### config.mk
export PLATFORM = sky130hd
export DESIGN_NAME = greedy_word_wrap_line_breaker_unit_flat
export DESIGN_NICKNAME = d
export VERILOG_FILES = /design/src/sv/gwwlb_pkg.sv /design/src/sv/gwwlb_text_if.sv /design/src/sv/gwwlb_line_if.sv /design/src/sv/greedy_word_wrap_line_breaker_unit.sv /design/src/flat_wrapper.sv
export SDC_FILE = /design/constraint.sdc
export NUM_CORES = 1
export LEC_CHECK = 0
export ABC_CLOCK_PERIOD_IN_PS = 6800
export BUFFER_PORTS_ARGS = -buffer_cell sky130_fd_sc_hd__buf_2
export CAP_MARGIN = 30
export CORE_ASPECT_RATIO = 0.7
export CORE_MARGIN = 8
export CORE_UTILIZATION = 65
export CTS_BUF_LIST = sky130_fd_sc_hd__clkbuf_2
export DETAILED_ROUTE_END_ITERATION = 7
export GPL_TIMING_DRIVEN = 0
export HOLD_SLACK_MARGIN = 0.15
export PLACE_DENSITY_LB_ADDON = 0.3
export SLEW_MARGIN = 10
export SYNTH_ARGS = -nofsm -noshare
export SYNTH_HDL_FRONTEND = slang
export SYNTH_SLANG_ARGS = --single-unit
### constraint.sdc
create_clock -name clk -period 6.8 [get_ports clk]
set_input_delay 0.34 -clock clk [delete_from_list [all_inputs] [get_ports clk]]
set_output_delay 0.34 -clock clk [all_outputs]
set_load 0.02 [all_outputs]
### src/sv/gwwlb_pkg.sv
`timescale 1ns / 1ps

package gwwlb_pkg;

	localparam int CHAR_W         = 8;
	localparam int LINE_WIDTH_DEF = 20;

	localparam logic [CHAR_W-1:0] SPACE_CHAR = 8'd32;

endpackage

### src/sv/gwwlb_text_if.sv
`timescale 1ns / 1ps

interface gwwlb_text_if;
	import gwwlb_pkg::*;

	logic              valid;
	logic              ready;
	logic [CHAR_W-1:0] text_char;
	logic              text_last;

	modport source (output valid, output text_char, output text_last, input ready);
	modport sink   (input valid, input text_char, input text_last, output ready);

endinterface

### src/sv/gwwlb_line_if.sv
`timescale 1ns / 1ps

interface gwwlb_line_if;
	import gwwlb_pkg::*;

	logic              valid;
	logic              ready;
	logic [CHAR_W-1:0] line_char;
	logic              line_end;
	logic              text_end;

	modport source (output valid, output line_char, output line_end, output text_end,
		input ready);
	modport sink   (input valid, input line_char, input line_end, input text_end,
		output ready);

endinterface

### src/sv/greedy_word_wrap_line_breaker_unit.sv
`timescale 1ns / 1ps

// Greedy word wrap for a character display of LINE_WIDTH columns.
// text (sink): one character byte per transfer, text_last on the final byte.
// line (source): one display character per transfer, line_end on the last
// character of each line, text_end on the last character of the text.
// Pending characters sit in a LINE_WIDTH-entry ring memory (one write or
// one read per cycle, read data lands straight in the output register).
// Steps per input transfer:
//   line not yet full: the byte is appended to the ring.
//   line full (a line is decided): the decided line of cut characters
//     is read out, one memory read per emitted character, then the byte
//     is appended unless it is dropped.
//   last of text: the pending characters are then flushed as well.
// The single memory port serves both the append and the line readout.
// The first character of a line appears on line in the cycle after its read.
// A stall on line holds the output register and pauses the readout; text
// is not taken while a line is being read out.
// Reset empties the pending line and the output register; memory contents
// are not cleared, only entries written since are ever read.
module greedy_word_wrap_line_breaker_unit #(
	parameter int LINE_WIDTH = gwwlb_pkg::LINE_WIDTH_DEF
) (
	input  logic         clk,
	input  logic         arst_n,
	gwwlb_text_if.sink   text,
	gwwlb_line_if.source line
);
	import gwwlb_pkg::*;

	localparam int AW = $clog2(LINE_WIDTH);      // ring address
	localparam int CW = $clog2(LINE_WIDTH + 1);  // counts 0..LINE_WIDTH
	localparam int SW = CW + 1;                  // pointer sums before wrap

	typedef enum logic [1:0] {
		ST_IDLE,
		ST_DRAIN,
		ST_WRITE,
		ST_FLUSH
	} state_t;

	state_t            state_q;
	logic [CHAR_W-1:0] mem_q [LINE_WIDTH];

	// ring state
	logic [AW-1:0]     head_q;
	logic [CW-1:0]     count_q;
	logic [AW-1:0]     sp_pos_q;     // last space at line position 1 or later
	logic              sp_vld_q;
	logic              last_sp_q;    // last pending character is a space

	// held input while a decided line is read out
	logic [CHAR_W-1:0] char_q;
	logic              drop_q;
	logic              last_q;

	// readout engine
	logic [AW-1:0]     rd_addr_q;
	logic [CW-1:0]     rem_q;
	logic              te_q;

	logic              out_valid_q;
	logic [CHAR_W-1:0] out_char_q;
	logic              out_le_q;
	logic              out_te_q;

	function automatic logic [AW-1:0] wrap(input logic [SW-1:0] x);
		logic [SW-1:0] y;
		y = (x >= SW'(LINE_WIDTH)) ? x - SW'(LINE_WIDTH) : x;
		return y[AW-1:0];
	endfunction

	logic              in_fire;
	logic              full;
	logic              is_sp;
	logic              use_sp;
	logic [CW-1:0]     cut;
	logic              cut_full;
	logic              drop_c;
	logic [AW-1:0]     head_new;
	logic [CW-1:0]     count_new;
	logic [AW-1:0]     wr_addr;
	logic              issue;
	logic              rd_last;
	logic [AW-1:0]     rd_addr_nx;
	logic [CW-1:0]     count_post;

	assign text.ready = (state_q == ST_IDLE);
	assign in_fire    = text.valid && text.ready;
	assign full       = (count_q == CW'(LINE_WIDTH));
	assign is_sp      = (text.text_char == SPACE_CHAR);

	// line decision, only used on a full line
	assign use_sp    = !is_sp && !last_sp_q && sp_vld_q;
	assign cut       = use_sp ? CW'(sp_pos_q) : CW'(LINE_WIDTH);
	assign cut_full  = !use_sp;
	assign drop_c    = cut_full && is_sp;
	assign head_new  = cut_full ? head_q : wrap(SW'(head_q) + SW'(cut) + SW'(1));
	assign count_new = cut_full ? '0 : CW'(LINE_WIDTH) - cut - CW'(1);

	assign wr_addr    = wrap(SW'(head_q) + SW'(count_q));
	assign count_post = count_q + CW'(!drop_q);

	assign issue      = ((state_q == ST_DRAIN) || (state_q == ST_FLUSH)) &&
		(rem_q != '0) && (!out_valid_q || line.ready);
	assign rd_last    = (rem_q == CW'(1));
	assign rd_addr_nx = wrap(SW'(rd_addr_q) + SW'(1));

	// memory: append port and readout into the output register
	always_ff @(posedge clk) begin
		if ((in_fire && !full) || (state_q == ST_WRITE && !drop_q)) begin
			mem_q[wr_addr] <= (state_q == ST_WRITE) ? char_q : text.text_char;
		end
		if (issue) begin
			out_char_q <= mem_q[rd_addr_q];
			out_le_q   <= rd_last;
			out_te_q   <= rd_last && te_q;
		end
	end

	always_ff @(posedge clk) begin
		if (in_fire) begin
			char_q <= text.text_char;
			drop_q <= drop_c;
			last_q <= text.text_last;
		end
	end

	always_ff @(posedge clk or negedge arst_n) begin
		if (!arst_n) begin
			state_q     <= ST_IDLE;
			head_q      <= '0;
			count_q     <= '0;
			sp_pos_q    <= '0;
			sp_vld_q    <= 1'b0;
			last_sp_q   <= 1'b0;
			rd_addr_q   <= '0;
			rem_q       <= '0;
			te_q        <= 1'b0;
			out_valid_q <= 1'b0;
		end else begin
			if (issue) begin
				out_valid_q <= 1'b1;
				rd_addr_q   <= rd_addr_nx;
				rem_q       <= rem_q - CW'(1);
			end else if (line.ready) begin
				out_valid_q <= 1'b0;
			end

			case (state_q)
				ST_IDLE: begin
					if (in_fire && !full) begin
						// append; a space at position zero is never a break point
						count_q   <= count_q + CW'(1);
						last_sp_q <= is_sp;
						if (is_sp && count_q != '0) begin
							sp_pos_q <= count_q[AW-1:0];
							sp_vld_q <= 1'b1;
						end
						if (text.text_last) begin
							rd_addr_q <= head_q;
							rem_q     <= count_q + CW'(1);
							te_q      <= 1'b1;
							state_q   <= ST_FLUSH;
						end
					end else if (in_fire) begin
						// full line: read out the decided part, then append
						rd_addr_q <= head_q;
						rem_q     <= cut;
						te_q      <= drop_c && text.text_last;
						head_q    <= head_new;
						count_q   <= count_new;
						sp_vld_q  <= 1'b0;
						last_sp_q <= 1'b0;
						state_q   <= ST_DRAIN;
					end
				end
				ST_DRAIN: begin
					if (issue && rd_last) begin
						state_q <= ST_WRITE;
					end
				end
				ST_WRITE: begin
					// a last byte with nothing left pending ends at zero here
					count_q <= count_post;
					if (last_q && count_post != '0) begin
						rd_addr_q <= head_q;
						rem_q     <= count_post;
						te_q      <= 1'b1;
						state_q   <= ST_FLUSH;
					end else begin
						state_q <= ST_IDLE;
					end
				end
				ST_FLUSH: begin
					if (issue && rd_last) begin
						count_q   <= '0;
						sp_vld_q  <= 1'b0;
						last_sp_q <= 1'b0;
						state_q   <= ST_IDLE;
					end
				end
				default: begin
					state_q <= ST_IDLE;
				end
			endcase
		end
	end

	assign line.valid     = out_valid_q;
	assign line.line_char = out_char_q;
	assign line.line_end  = out_le_q;
	assign line.text_end  = out_te_q;

endmodule

### src/flat_wrapper.sv
// flat-port wrapper written by rule: the top's interface ports become plain ports
module greedy_word_wrap_line_breaker_unit_flat import gwwlb_pkg::*;
#(
	parameter int LINE_WIDTH = gwwlb_pkg::LINE_WIDTH_DEF
)
  (clk, arst_n, text_valid, text_text_char, text_text_last, text_ready, line_valid, line_line_char, line_line_end, line_text_end, line_ready);
  gwwlb_text_if text_i ();
  gwwlb_line_if line_i ();
  input  logic clk;
  input  logic arst_n;
  input wire logic [$bits(text_i.valid)-1:0] text_valid;
  input wire logic [$bits(text_i.text_char)-1:0] text_text_char;
  input wire logic [$bits(text_i.text_last)-1:0] text_text_last;
  output wire logic [$bits(text_i.ready)-1:0] text_ready;
  output wire logic [$bits(line_i.valid)-1:0] line_valid;
  output wire logic [$bits(line_i.line_char)-1:0] line_line_char;
  output wire logic [$bits(line_i.line_end)-1:0] line_line_end;
  output wire logic [$bits(line_i.text_end)-1:0] line_text_end;
  input wire logic [$bits(line_i.ready)-1:0] line_ready;
  assign text_i.valid = text_valid;
  assign text_i.text_char = text_text_char;
  assign text_i.text_last = text_text_last;
  assign text_ready = text_i.ready;
  assign line_valid = line_i.valid;
  assign line_line_char = line_i.line_char;
  assign line_line_end = line_i.line_end;
  assign line_text_end = line_i.text_end;
  assign line_i.ready = line_ready;
  greedy_word_wrap_line_breaker_unit #(.LINE_WIDTH(LINE_WIDTH)) u_core (.clk(clk), .arst_n(arst_n), .text(text_i), .line(line_i));
endmodule
Word level (Yosys, flattened, before mapping)
Memory sizes are Yosys's and may differ from the RTL's. A register that Yosys moved wholly into a read port is not among the register bits.
Cells that the tools add are included.
{"block": "word_totals", "ff_bits": 43, "ramBits": 160, "input_bits": 13, "output_inout_bits": 12, "wordCells": 126, "n_memories": 1}
{"name": "u_core.mem_q", "words": 20, "word_bits": 8, "read_ports": 1, "rd_clocked_by_memory_dff": 1, "wr": 1, "line": "greedy_word_wrap_line_breaker_unit.sv:43", "source": "logic [CHAR_W-1:0] mem_q [LINE_WIDTH];"}
{"block": "classes", "add_sub_neg": 12, "magnitude_cmp": 3, "n_eq_ne": 12, "muxes": 45, "n_bitwise": 1, "n_reduce_logical": 37}
{"operator": "two-way mux 5 bit", "n": 18}
{"operator": "case mux 5 bit (2 select lines)", "n": 2}
{"operator": "greater-or-equal comparator 6 x 5 -> 1 bit, second input constant", "n": 3}
{"operator": "AND reduction 4 bit", "n": 4}
{"operator": "case mux 5 bit (3 select lines)", "n": 1}
{"operator": "nonzero test 5 bit", "n": 3}
{"operator": "subtractor 5 bit, second input constant", "n": 3}
{"operator": "logical AND 1 bit", "n": 13}
{"operator": "two-way mux 1 bit", "n": 13}
{"operator": "adder 5 x 5 -> 6 bit", "n": 2}
{"operator": "two-way mux 2 bit", "n": 6}
{"operator": "subtractor 5 x 1 -> 5 bit, second input constant", "n": 2}
{"operator": "!= test 3 bit, second input constant", "n": 3}
{"operator": "AND reduction 3 bit", "n": 3}
{"operator": "== test 8 x 6 -> 1 bit, second input constant", "n": 1}
{"operator": "two-way mux 8 bit", "n": 1}
{"operator": "case mux 2 bit (4 select lines)", "n": 1}
{"operator": "adder 5 x 1 -> 6 bit, second input constant", "n": 1}
{"operator": "adder 6 x 1 -> 6 bit, second input constant", "n": 1}
{"operator": "zero test 1 bit", "n": 6}
{"operator": "!= test 2 bit, second input constant", "n": 3}
{"operator": "case mux 1 bit (2 select lines)", "n": 3}
{"operator": "nonzero test 2 bit", "n": 3}
{"operator": "adder 5 x 1 -> 5 bit", "n": 1}
{"operator": "10 further kinds", "n": 13}

Longest topological paths before layout
Gate-level depths: netlist (run 1).
{"block": "depth", "word_depth": 11, "depth_mapped": 16, "ltp_nobuf": 15}

Worst setup path before layout (run 1)
No wires, ideal clock.
{"block": "synth_path", "path_kind": "reg-to-reg", "start": "reg u_core.count_q[0]", "end": "mem u_core.mem_q[16][0], enable pin", "setup_time_ns": 0.378, "t_arrival_ns": 3.055, "required_ns": 6.422, "path_slack_ns": 3.367, "stages_incl_launch_ff": 10, "n_path_buf": 0, "path_cell_list": "dfrtp_1 -> ha_1 -> fa_1 -> xor2_2 -> inv_2 -> ha_1 -> nand2_1 -> a2111oi_0 -> or4_4 -> a31oi_1"}
{"block": "synth_via", "elab_chain_cells": 6, "elab_cells_between_ends": 10, "classes_between": "add/sub: 2; order compare: 1; eq/ne: 1; mux: 3; reduce/logical: 3"}
{"element": "start: declaration", "line": "greedy_word_wrap_line_breaker_unit.sv:47", "source": "logic [CW-1:0] count_q;"}
{"element": "start signal: assignment", "line": "greedy_word_wrap_line_breaker_unit.sv:154", "source": "count_q <= count_q + CW'(1);"}
{"element": "start signal: assignment", "line": "greedy_word_wrap_line_breaker_unit.sv:172", "source": "count_q <= count_new;"}
{"element": "start signal: assignment", "line": "greedy_word_wrap_line_breaker_unit.sv:185", "source": "count_q <= count_post;"}
{"element": "parallel branches: the longest is 6 deep, another holds adder 5 x 5 -> 6 bit"}
{"element": "end: declaration", "line": "greedy_word_wrap_line_breaker_unit.sv:43"}
Several ways; the timed one is not identified.

Worst setup path in the final report (run 1)
{"block": "layout_path", "start": "reg u_core.sp_vld_q", "end": "reg u_core.head_q[3]"}
{"block": "layout_via", "elab_chain_cells": 6, "elab_cells_between_ends": 8, "classes_between": "add/sub: 3; order compare: 1; mux: 2; reduce/logical: 2"}
{"element": "start: declaration", "line": "greedy_word_wrap_line_breaker_unit.sv:49", "source": "logic sp_vld_q;"}
{"element": "start signal: assignment", "line": "greedy_word_wrap_line_breaker_unit.sv:135", "source": "sp_vld_q <= 1'b0;"}
{"element": "start signal: assignment", "line": "greedy_word_wrap_line_breaker_unit.sv:158", "source": "sp_vld_q <= 1'b1;"}
{"element": "start signal: assignment", "line": "greedy_word_wrap_line_breaker_unit.sv:173", "source": "sp_vld_q <= 1'b0;"}
{"element": "logical AND 1 bit *", "line": "greedy_word_wrap_line_breaker_unit.sv:94", "source": "assign use_sp = !is_sp && !last_sp_q && sp_vld_q;"}
{"element": "two-way mux 5 bit", "line": "greedy_word_wrap_line_breaker_unit.sv:95", "source": "assign cut = use_sp ? CW'(sp_pos_q) : CW'(LINE_WIDTH);"}
{"element": "adder 5 x 5 -> 6 bit", "line": "greedy_word_wrap_line_breaker_unit.sv:98", "source": "assign head_new = cut_full ? head_q : wrap(SW'(head_q) + SW'(cut) + SW'(1));"}
{"element": "adder 6 x 1 -> 6 bit", "line": "greedy_word_wrap_line_breaker_unit.sv:98"}
{"element": "subtractor 5 bit or greater-or-equal comparator 6 x 5 -> 1 bit (tied branches)", "line": "greedy_word_wrap_line_breaker_unit.sv:69", "source": "y = (x >= SW'(LINE_WIDTH)) ? x - SW'(LINE_WIDTH) : x;"}
{"element": "two-way mux 5 bit", "line": "greedy_word_wrap_line_breaker_unit.sv:69"}
{"element": "end signal: assignment", "line": "greedy_word_wrap_line_breaker_unit.sv:171", "source": "head_q <= head_new;"}
{"element": "end: declaration", "line": "greedy_word_wrap_line_breaker_unit.sv:46", "source": "logic [AW-1:0] head_q;"}
Every way passes the cells marked *; elsewhere a longest branch is shown, timed or not.
A chain may end at the register's enable or synchronous reset.

==> results of run 1 <==
[report_power, final]
part	leakage [nW]	internal, mW	total, mW	switching, mW
sequential	2.02	1.62	1.71	0.0840
clock	0.340	0.323	0.813	0.490
combinational	1.63	0.610	1.59	0.984
total	3.99	2.56	4.11	1.56
[logic make-up (layout without fill, tap and decap cells)]
family                   after synthesis  after routing  share of synthesized area (%)
buffers and inverters                 53            180                           2.29
adder cells (fa/ha/maj)               27             27                           3.51
AND/OR/NAND/NOR                      204            204                           10.5
flip-flops                           211            211                           61.5
XOR/XNOR                              28             28                           2.51
AO/OA/AOI/OAI                        136            136                           9.52
multiplexers                          60             60                           10.3
[sequential cells by signal, summed over array words and instances, names as in the netlist, 2 cells and up]
signal and flops:
u_core.char_q 8, u_core.count_q 5, u_core.head_q 5, u_core.line.line_char 8
u_core.mem_q 160, u_core.rd_addr_q 5, u_core.rem_q 5, u_core.sp_pos_q 5
u_core.state_q 2
[area by class of cell]
cell class / count / area (µm²)
Buffer: 32 / 144
Clock buffer: 73 / 365
Clock inverter: 14 / 83.8
Fill cell: 1035 / 4280
Inverter: 21 / 86.3
Multi-Input combinational cell: 455 / 3650
Sequential cell: 211 / 6180
Tap cell: 200 / 250
Timing Repair Buffer: 40 / 270
[metrics by stage]
step	hold slack, ns	setup WS [ns]
5_1_grt	0.221	2.72
2_1_floorplan	0.0444	3.37
4_1_cts	0.164	2.67
3_3_place_gp	0.428	2.80
6_report	0.173	2.91
3_5_place_dp	0.450	2.70
[worst register-to-register path, cell delays in order, from the launching register on]
cell      delay (ns)
dfrtp_1         0.43
nor2b_1         0.20
a21boi_0        0.30
buf_2           0.28
nand2b_1        0.14
ha_1            0.34
a21oi_1         0.25
nand2_1         0.11
xnor2_1         0.25
xor2_1          0.27
ha_1            0.20
nand3_1         0.12
a221o_1         0.34
a22oi_2         0.22
a21oi_1         0.07
a211o_1         0.27
[worst max path at each step]
| stage | end |
|---|---|
| 2_1_floorplan | u_core.mem_q[16][0]$_DFFE_PP_ |
| 3_3_place_gp | u_core.mem_q[16][0]$_DFFE_PP_ |
| 3_5_place_dp | u_core.mem_q[17][1]$_DFFE_PP_ |
| 4_1_cts | u_core.mem_q[17][7]$_DFFE_PP_ |
| 5_1_grt | u_core.head_q[3]$_DFFE_PN0P_ |
| 6_report | u_core.head_q[3]$_DFFE_PN0P_ |
[routing by layer]
layer	wire length, µm	vias up
met3	3050	48
li1	-	2985
met4	382	0
met2	10100	364
met5	0	-
met1	9860	3306
[cell usage in the layout (no fill, tap or decap), types with 4 or more instances in the layout]
cell type      instances
edfxtp_1             180
clkbuf_2              73
nand2_1               71
nor2_1                44
buf_2                 34
o21ai_0               33
mux4_2                32
dfrtp_1               31
mux2_2                25
ha_1                  25
nand3_1               21
inv_1                 18
clkbuf_1              18
nand2b_1              14
xnor2_1               14
xor2_1                13
a21oi_1               13
a31oi_1               13
clkinv_1              12
dlygate4sd3_1         12
a22oi_1               11
nor3_1                 9
a21o_1                 6
o21ai_1                6
or3_1                  5
nor2b_1                4
and2_1                 4
and3_1                 4
o31ai_1                4
nor4_1                 4
nand3b_1               4
a211oi_1               4
a22o_1                 4
clkbuf_4               4
==> metrics.md, run 1 <==
| Metric | Value |
|---|---|
| Status | `complete, no violations` |
| DRC viols | `0` |
| Die width | `around 160 µm` |
| Fin area | `0.0110 mm²` |
| Type of the most critical hold path | `in2async` |
| Final GP Congestion | `0.975` |
| Synthesized area per cell | `around 14 µm²` |
| WL final | `between 20,000 and 25,000 µm` |
| Synthesis-to-finish area growth | `9.64%` |
| Max VDD drop | `about 0.00021 V` |
| Sequential share of the synthesized area | `approximately three fifths` |
| Layout cells sized above 1 | `a little under a quarter` |
| Design Power | `roughly 4.1 mW` |
| Die H | `between 100 and 150 µm` |
| CTS buffer count | `48` |
| Placed Area | `~0.010 mm²` |
| Routed WL per cell | `between 20 and 25 µm` |
| Post-DRT Antenna Nets | `0` |
| R2r endpoint | `u_core.head_q[3]$_DFFE_PN0P_` |
| Bufs and invs on worst path | `1` |
| Max Transition Viols Final | `0` |
| Achievable clock frequency | `between 0.2 and 0.3 GHz` |
| Most Crowded Layer GR | `met1` |
| Req. time, crit path | `about 7.4 ns` |
| Number of synthesis warnings | `0` |
| Worst path top cell family by delay | `compound AO/OA/AOI/OAI gates` |
| Clock Skew | `~0.075 ns` |
| Slew margin rel. | `39.0%` |
| RR Startpoint | `u_core.sp_vld_q$_DFFE_PN0P_` |
| Leakage power | `3.99 nW` |
| Post-detail-place hpwl | `between 15,000 and 20,000 µm` |
| Data arrival, critical path | `around 4.5 ns` |
| Congestion Overflow GR | `0` |
| Worst Max-Slew Pin Slew | `approximately 0.9 ns` |
| CTS clk-pin slew, worst paths | `0.13 ns` |
| Flops & latches, synth | `211` |
| CP peak stage delay | `between 0.4 and 0.5 ns` |
| Asr flop ratio synth | `between 10% and 20%` |
| Worst setup SP type | `flop` |
| Worst reg-to-reg path cell count | `15` |
| DR iter-0 viols | `716` |
| Die ar. | `just under 0.02 mm²` |
| Max cap viols | `0` |
| Initial Util | `65.7%` |
| Post-Synthesis Cells | `719` |
| Post-Layout Cell Count | `1,046` |
| GR met3 Demand/Resource | `under 10%` |
| Synth Flop Type | `edfxtp_1` |
| Number of global-route vias before repair | `6,570` |
| DRT Pass-1 Iters | `5` |
| Pwr/cell area | `~370 mW/mm²` |
| Max Root-Sink Buffers | `3` |
| Flop-to-flop setup slack | `a little under 3 ns` |
| Top cells by count, synth | `edfxtp_1 (180), nand2_1 (71), nor2_1 (44)` |
| First-pass GRT wire length | `between 30,000 and 40,000 µm` |
| Worst Setup SP | `u_core.sp_vld_q$_DFFE_PN0P_` |
| Io pins | `25` |
| Final net count | `around 850` |
| Row count | `38` |
| Root Buffer | `clkbuf_2` |
| Largest net degree at the start of global routing | `32` |
| CTS HTree Levels | `2` |
| Core footprint | `roughly 0.015 mm²` |
| Grt met2 use | `33.4%` |
| Setup Fix Bufs, Post-CTS | `0` |
| Detailed-route via count | `6,703` |
| Diode count | `0` |
| Setup TNS | `0 ns` |
| Min Tclk post-route | `between 3 and 4 ns` |
| CTS tree | `built` |
| Buffers on Ports | `24` |
| Total clock sinks | `roughly 210` |
| Unique masters post-synth | `81` |
| Yosys top cell area share | `53.7%` |
| Finished Core Util | `between 70 and 80%` |
| # hold bufs at CTS | `12` |
| Top post-synthesis cells by area | `edfxtp_1 (54%), dfrtp_1 (7.7%), mux4_2 (7.2%)` |
| Mapped Area | `0.0101 mm²` |
| Worst Path Max Fanout | `10` |
| Placed cells | `943` |
| Synth area leader | `edfxtp_1` |
| Clk Latency, worst-skew pair | `about 0.77 ns` |
| Final Hold Vio Count | `0` |
| Antenna violations before repair | `0` |
| WS Path Type | `reg2reg` |
| Setup violations, final | `0` |
| Vias/cell | `about 6.4` |
| RSZ-0062 raised after global routing | `false` |
| Critical Path, Cell by Cell | `nor2b_1 > a21boi_0 > buf_2 > nand2b_1 > ha_1 > a21oi_1 > nand2_1 > xnor2_1 > xor2_1 > ha_1 > nand3_1 > a221o_1 > a22oi_2 > a21oi_1 > a211o_1` |
| Cts repair resizes | `0` |
| Met1 GRT Util | `about a third` |
| Top-count cell post-synth | `edfxtp_1` |
| Number of flops mapped to enable cells by yosys | `between 150 and 200` |
| Worst Setup End Kind | `flop` |
| Crit share post-route | `a little under three fifths` |
| Worst path depth | `15` |
| GR Util All Layers | `between 20% and 30%` |
| Crit-path slowest cell | `dfrtp_1` |
| Syn nets | `around 760` |
No activity file was read; power rests on OpenSTA's default activity.
==> inputs of run 2 (changes only) <==
--- a/config.mk
+++ b/config.mk
@@ -5,7 +5,8 @@
 export SDC_FILE = /design/constraint.sdc
 export NUM_CORES = 1
 export LEC_CHECK = 0
-export ABC_CLOCK_PERIOD_IN_PS = 6800
+export ABC_AREA = 1
+export ABC_CLOCK_PERIOD_IN_PS = 3800
 export BUFFER_PORTS_ARGS = -buffer_cell sky130_fd_sc_hd__buf_2
 export CAP_MARGIN = 30
 export CORE_ASPECT_RATIO = 0.7
==> constraint.sdc (replaced) <==
create_clock -name clk -period 3.8 [get_ports clk]
set_input_delay 0.19 -clock clk [delete_from_list [all_inputs] [get_ports clk]]
set_output_delay 0.19 -clock clk [all_outputs]
set_load 0.02 [all_outputs]
==> run 2 against run 1 <==
  * Clock skew is 0.028 ns lower
  * First-iteration DRC count is 28% higher
  * Sequential power is 81% higher
  * Non-clock buffer count is 4 higher
  * Critical path depth is 4 lower
  * Count of clock-buffer cells in the layout is 1 higher
  * Largest cell class unchanged
  * Largest power group is now combinational logic
  * Highest routed layer is now met5
==> metrics.md, run 2 <==
| Metric | Value |
|---|---|
| Setup Fix Bufs, Post-CTS | `0 (unchanged)` |
| Routed wl met2 | `10,100 µm (about the same)` |
| Post-Synthesis Cells | `904 (was 719)` |
| Congestion Overflow GR | `0 (unchanged)` |
| Top Metal Used | `met5 (was met4)` |
| Top post-synthesis cells by area | `edfxtp_1 (56%), dfrtp_1 (8.0%), nor2_1 (5.7%) (was edfxtp_1 (54%), dfrtp_1 (7.7%), mux4_2 (7.2%))` |
| Clk Latency, worst-skew pair | `0.76 ns (was 0.77 ns)` |
| Buffers on Ports | `24 (unchanged)` |
| Total clock sinks | `211 (unchanged)` |
| Max reg flops | `160 (unchanged)` |
| Synthesized area per cell | `10.7 µm² (was 14.0 µm²)` |
| Number of flops mapped to enable cells by yosys | `180 (unchanged)` |
| Root Buffer | `clkbuf_2 (unchanged)` |
| Die width | `162 µm (was 165 µm)` |
| Setup TNS | `0 ns (unchanged)` |
| Layout cells sized above 1 | `15.7% (was 23.9%)` |
| DRT Pass-1 Iters | `6 (was 5)` |
| Clock Skew | `0.0471 ns (was 0.0754 ns)` |
| Flops & latches, synth | `211 (unchanged)` |
| Max Root-Sink Buffers | `3 (unchanged)` |
| Core footprint | `0.0146 mm² (was 0.0153 mm²)` |
| Sequential share of the synthesized area | `63.8% (was 61.5%)` |
| RR Startpoint | `u_core.count_q[0]$_DFFE_PN0P_ (was u_core.sp_vld_q$_DFFE_PN0P_)` |
| Req. time, crit path | `4.17 ns (was 7.40 ns)` |
| Max cap viols | `0 (unchanged)` |
| Hold wc startpoint | `text_text_char[1]` |
| CTS tree | `built (unchanged)` |
| Final Hold Vio Count | `0 (unchanged)` |
| Worst setup SP type | `flop (unchanged)` |
| Initial Util | `66.2% (was 65.7%)` |
| Post-detail-place hpwl | `17,000 µm (was 16,200 µm)` |
| Status | `complete, no violations (unchanged)` |
| Syn nets | `944 (was 759)` |
| First-pass GRT wire length | `38,300 µm (was 36,300 µm)` |
| Synthesis-to-finish area growth | `10.9% (was 9.64%)` |
| Final net count | `1,037 (was 849)` |
| Biggest register | `u_core.mem_q (unchanged)` |
| Number of synthesis warnings | `0 (unchanged)` |
| RSZ-0062 raised after global routing | `true (was false)` |
| WS Path Type | `reg2reg (unchanged)` |
| GR Util All Layers | `25.9% (was 24.0%)` |
| CTS clk-pin slew, worst paths | `0.11 ns (was 0.13 ns)` |
| WL final | `24,900 µm (was 23,400 µm)` |
| Data arrival, critical path | `4.03 ns (was 4.49 ns)` |
| Routed WL per cell | `20.2 µm (was 22.4 µm)` |
| Io pins | `25 (unchanged)` |
| Worst Setup SP | `u_core.count_q[0]$_DFFE_PN0P_ (was u_core.sp_vld_q$_DFFE_PN0P_)` |
| Number of global-route vias before repair | `7,019 (was 6,570)` |
| Worst Setup End Kind | `flop (unchanged)` |
| Synth Flop Type | `edfxtp_1 (unchanged)` |
| Leakage power | `4.12 nW (was 3.99 nW)` |
| Fillers | `1,078 (was 1,035)` |
| Largest net degree at the start of global routing | `32 (unchanged)` |
| Final GP Congestion | `0.958 (was 0.975)` |
| Top-count cell post-synth | `edfxtp_1 (unchanged)` |
| Worst Path Max Fanout | `8 (was 10)` |
| Post-DRT Antenna Nets | `0 (unchanged)` |
| Worst Max-Slew Pin Slew | `0.962 ns (was 0.912 ns)` |
| Unique masters post-synth | `43 (was 81)` |
| Row count | `37 (was 38)` |
| DRC viols | `0 (unchanged)` |
| Setup violations, final | `0 (unchanged)` |
| Die H | `118 µm (was 120 µm)` |
| Detailed-route via count | `7,476 (was 6,703)` |
| Met1 WL | `10,400 µm (was 9860 µm)` |
| DR iter-0 viols | `920 (was 716)` |
| Vias/cell | `6.08 (was 6.41)` |
| Asr flop ratio synth | `14.7% (unchanged)` |
| DR WL met3 | `3790 µm (was 3050 µm)` |
| Diode count | `0 (unchanged)` |
| Antenna violations before repair | `1 (was 0)` |
| Top cells by count, synth | `edfxtp_1 (180), nor2_1 (148), nand2_1 (116) (was edfxtp_1 (180), nand2_1 (71), nor2_1 (44))` |
| Max Transition Viols Final | `0 (unchanged)` |
| Type of the most critical hold path | `in2reg (was in2async)` |
| Finished Core Util | `73.4% (was 72.0%)` |
| Slew margin rel. | `35.6% (was 39.0%)` |
| Pwr/cell area | `748 mW/mm² (was 373 mW/mm²)` |
| Most common cell after layout, fill and taps aside | `edfxtp_1 (unchanged)` |
| Flop-to-flop setup slack | `0.13 ns (was 2.91 ns)` |
| CTS HTree Levels | `2 (unchanged)` |
| Achievable clock frequency | `0.273 GHz (was 0.257 GHz)` |
| Commonest cells after routing, fill and taps aside | `edfxtp_1 (180), nor2_1 (145), nand2_1 (116), o21ai_1 (74), clkbuf_2 (74) (was edfxtp_1 (180), clkbuf_2 (73), nand2_1 (71), nor2_1 (44), buf_2 (34))` |
| Max VDD drop | `0.000414 V (was 0.000215 V)` |
| Mapped Area | `0.00968 mm² (was 0.0101 mm²)` |
| Synth area leader | `edfxtp_1 (unchanged)` |
| Min Tclk post-route | `3.67 ns (was 3.89 ns)` |
| Yosys top cell area share | `55.8% (was 53.7%)` |
| CTS buffer count | `48 (unchanged)` |
| Die ar. | `0.0191 mm² (was 0.0198 mm²)` |
| Crit share post-route | `96.5% (was 57.2%)` |
==> run 2: cell types whose count changed after synthesis, moves of 31 or more <==
cell and delta:
o21ai_1 +68, o22ai_1 +47, nand2_1 +45, o21ai_0 +31, nor2_1 +104, mux4_2 -32
==> run 2: critical path, stage by stage (launching register included) <==
cell	delay [ns]
dfrtp_1	0.48
ha_1	0.27
fa_1	0.41
xor2_1	0.27
ha_1	0.18
nor3b_1	0.22
o21ai_1	0.11
nand2_1	0.14
o21ai_1	0.12
inv_2	0.09
nand3_1	0.21
nor2_1	0.80
==> run 2: routing by layer <==
layer,global-route usage [%],up-vias
li1,-,3417
met1,37.6,3481
met2,35.1,517
met3,10.7,59
met4,7.38,2
met5,0,-
==> run 2: final timing paths <==
| kind | end | depth (start not counted) |
|---|---|---|
| worst min register to register | u_core.rem_q[4]$_DFF_PN0_ | 2 |
| worst max register to register | u_core.mem_q[3][4]$_DFFE_PP_ | 11 |
| worst min-delay path | u_core.char_q[1]$_DFFE_PP_ | 2 |
| worst max-delay path | u_core.mem_q[3][4]$_DFFE_PP_ | 11 |
| min in group asynchronous | u_core.sp_pos_q[2]$_DFFE_PN0P_ | 4 |
| max in group asynchronous | u_core.head_q[1]$_DFFE_PN0P_ | 4 |
==> run 2: per-stage QoR <==
step	total power [mW]	cells	instance area [µm²]	worst slack [ns]	hold WS, ns
finish	8.04	1229	10700	0.133	0.172
global route	8.45	1229	10700	-0.0812	0.150
CTS	7.90	1228	10700	0.241	0.158
detailed placement	6.46	1127	10100	0.258	0.292
global placement	6.30	1123	10000	-0.00247	0.290
floorplan	5.32	904	9680	0.878	-0.106
==> run 2: kinds of logic after synthesis <==
logic type / Yosys count / synth area share (%)
xor gates and xnor gates: 18 / 1.63
and+or+nand+nor: 322 / 13.9
adders and majority gates: 27 / 3.64
DFF: 211 / 63.8
buffers and inverters: 102 / 4.11
AOI/OAI and AO/OA: 224 / 12.9
==> run 2: where the power goes <==
| group | switching (mW) | total [mW] | internal (mW) |
|---|---|---|---|
| clock | 0.886 | 1.47 | 0.581 |
| combinational | 2.48 | 3.47 | 0.988 |
| sequential | 0.159 | 3.10 | 2.94 |
==> run 2: area by class of cell <==
| class | instances | area [µm²] | area share (%) |
|---|---|---|---|
| multi-input combinational | 591 | 3140 | 29.2 |
| inverter | 69 | 264 | 2.46 |
| buffer | 33 | 134 | 1.25 |
| sequential | 211 | 6180 | 57.5 |
| tap | 195 | 244 | 2.27 |
| clock inverter | 13 | 77.6 | 0.722 |
| clock buffer | 74 | 370 | 3.45 |
| timing repair buffer | 43 | 334 | 3.11 |
==> run 2: timing repair <==
| item | in CTS | in global routing |
|---|---|---|
| hold buffers | 14 | 0 |
| endpoints found under the hold margin | 180 | 0 |
| gates resized for setup | 0 | 3 |
| endpoints found under the setup margin | 0 | 40 |
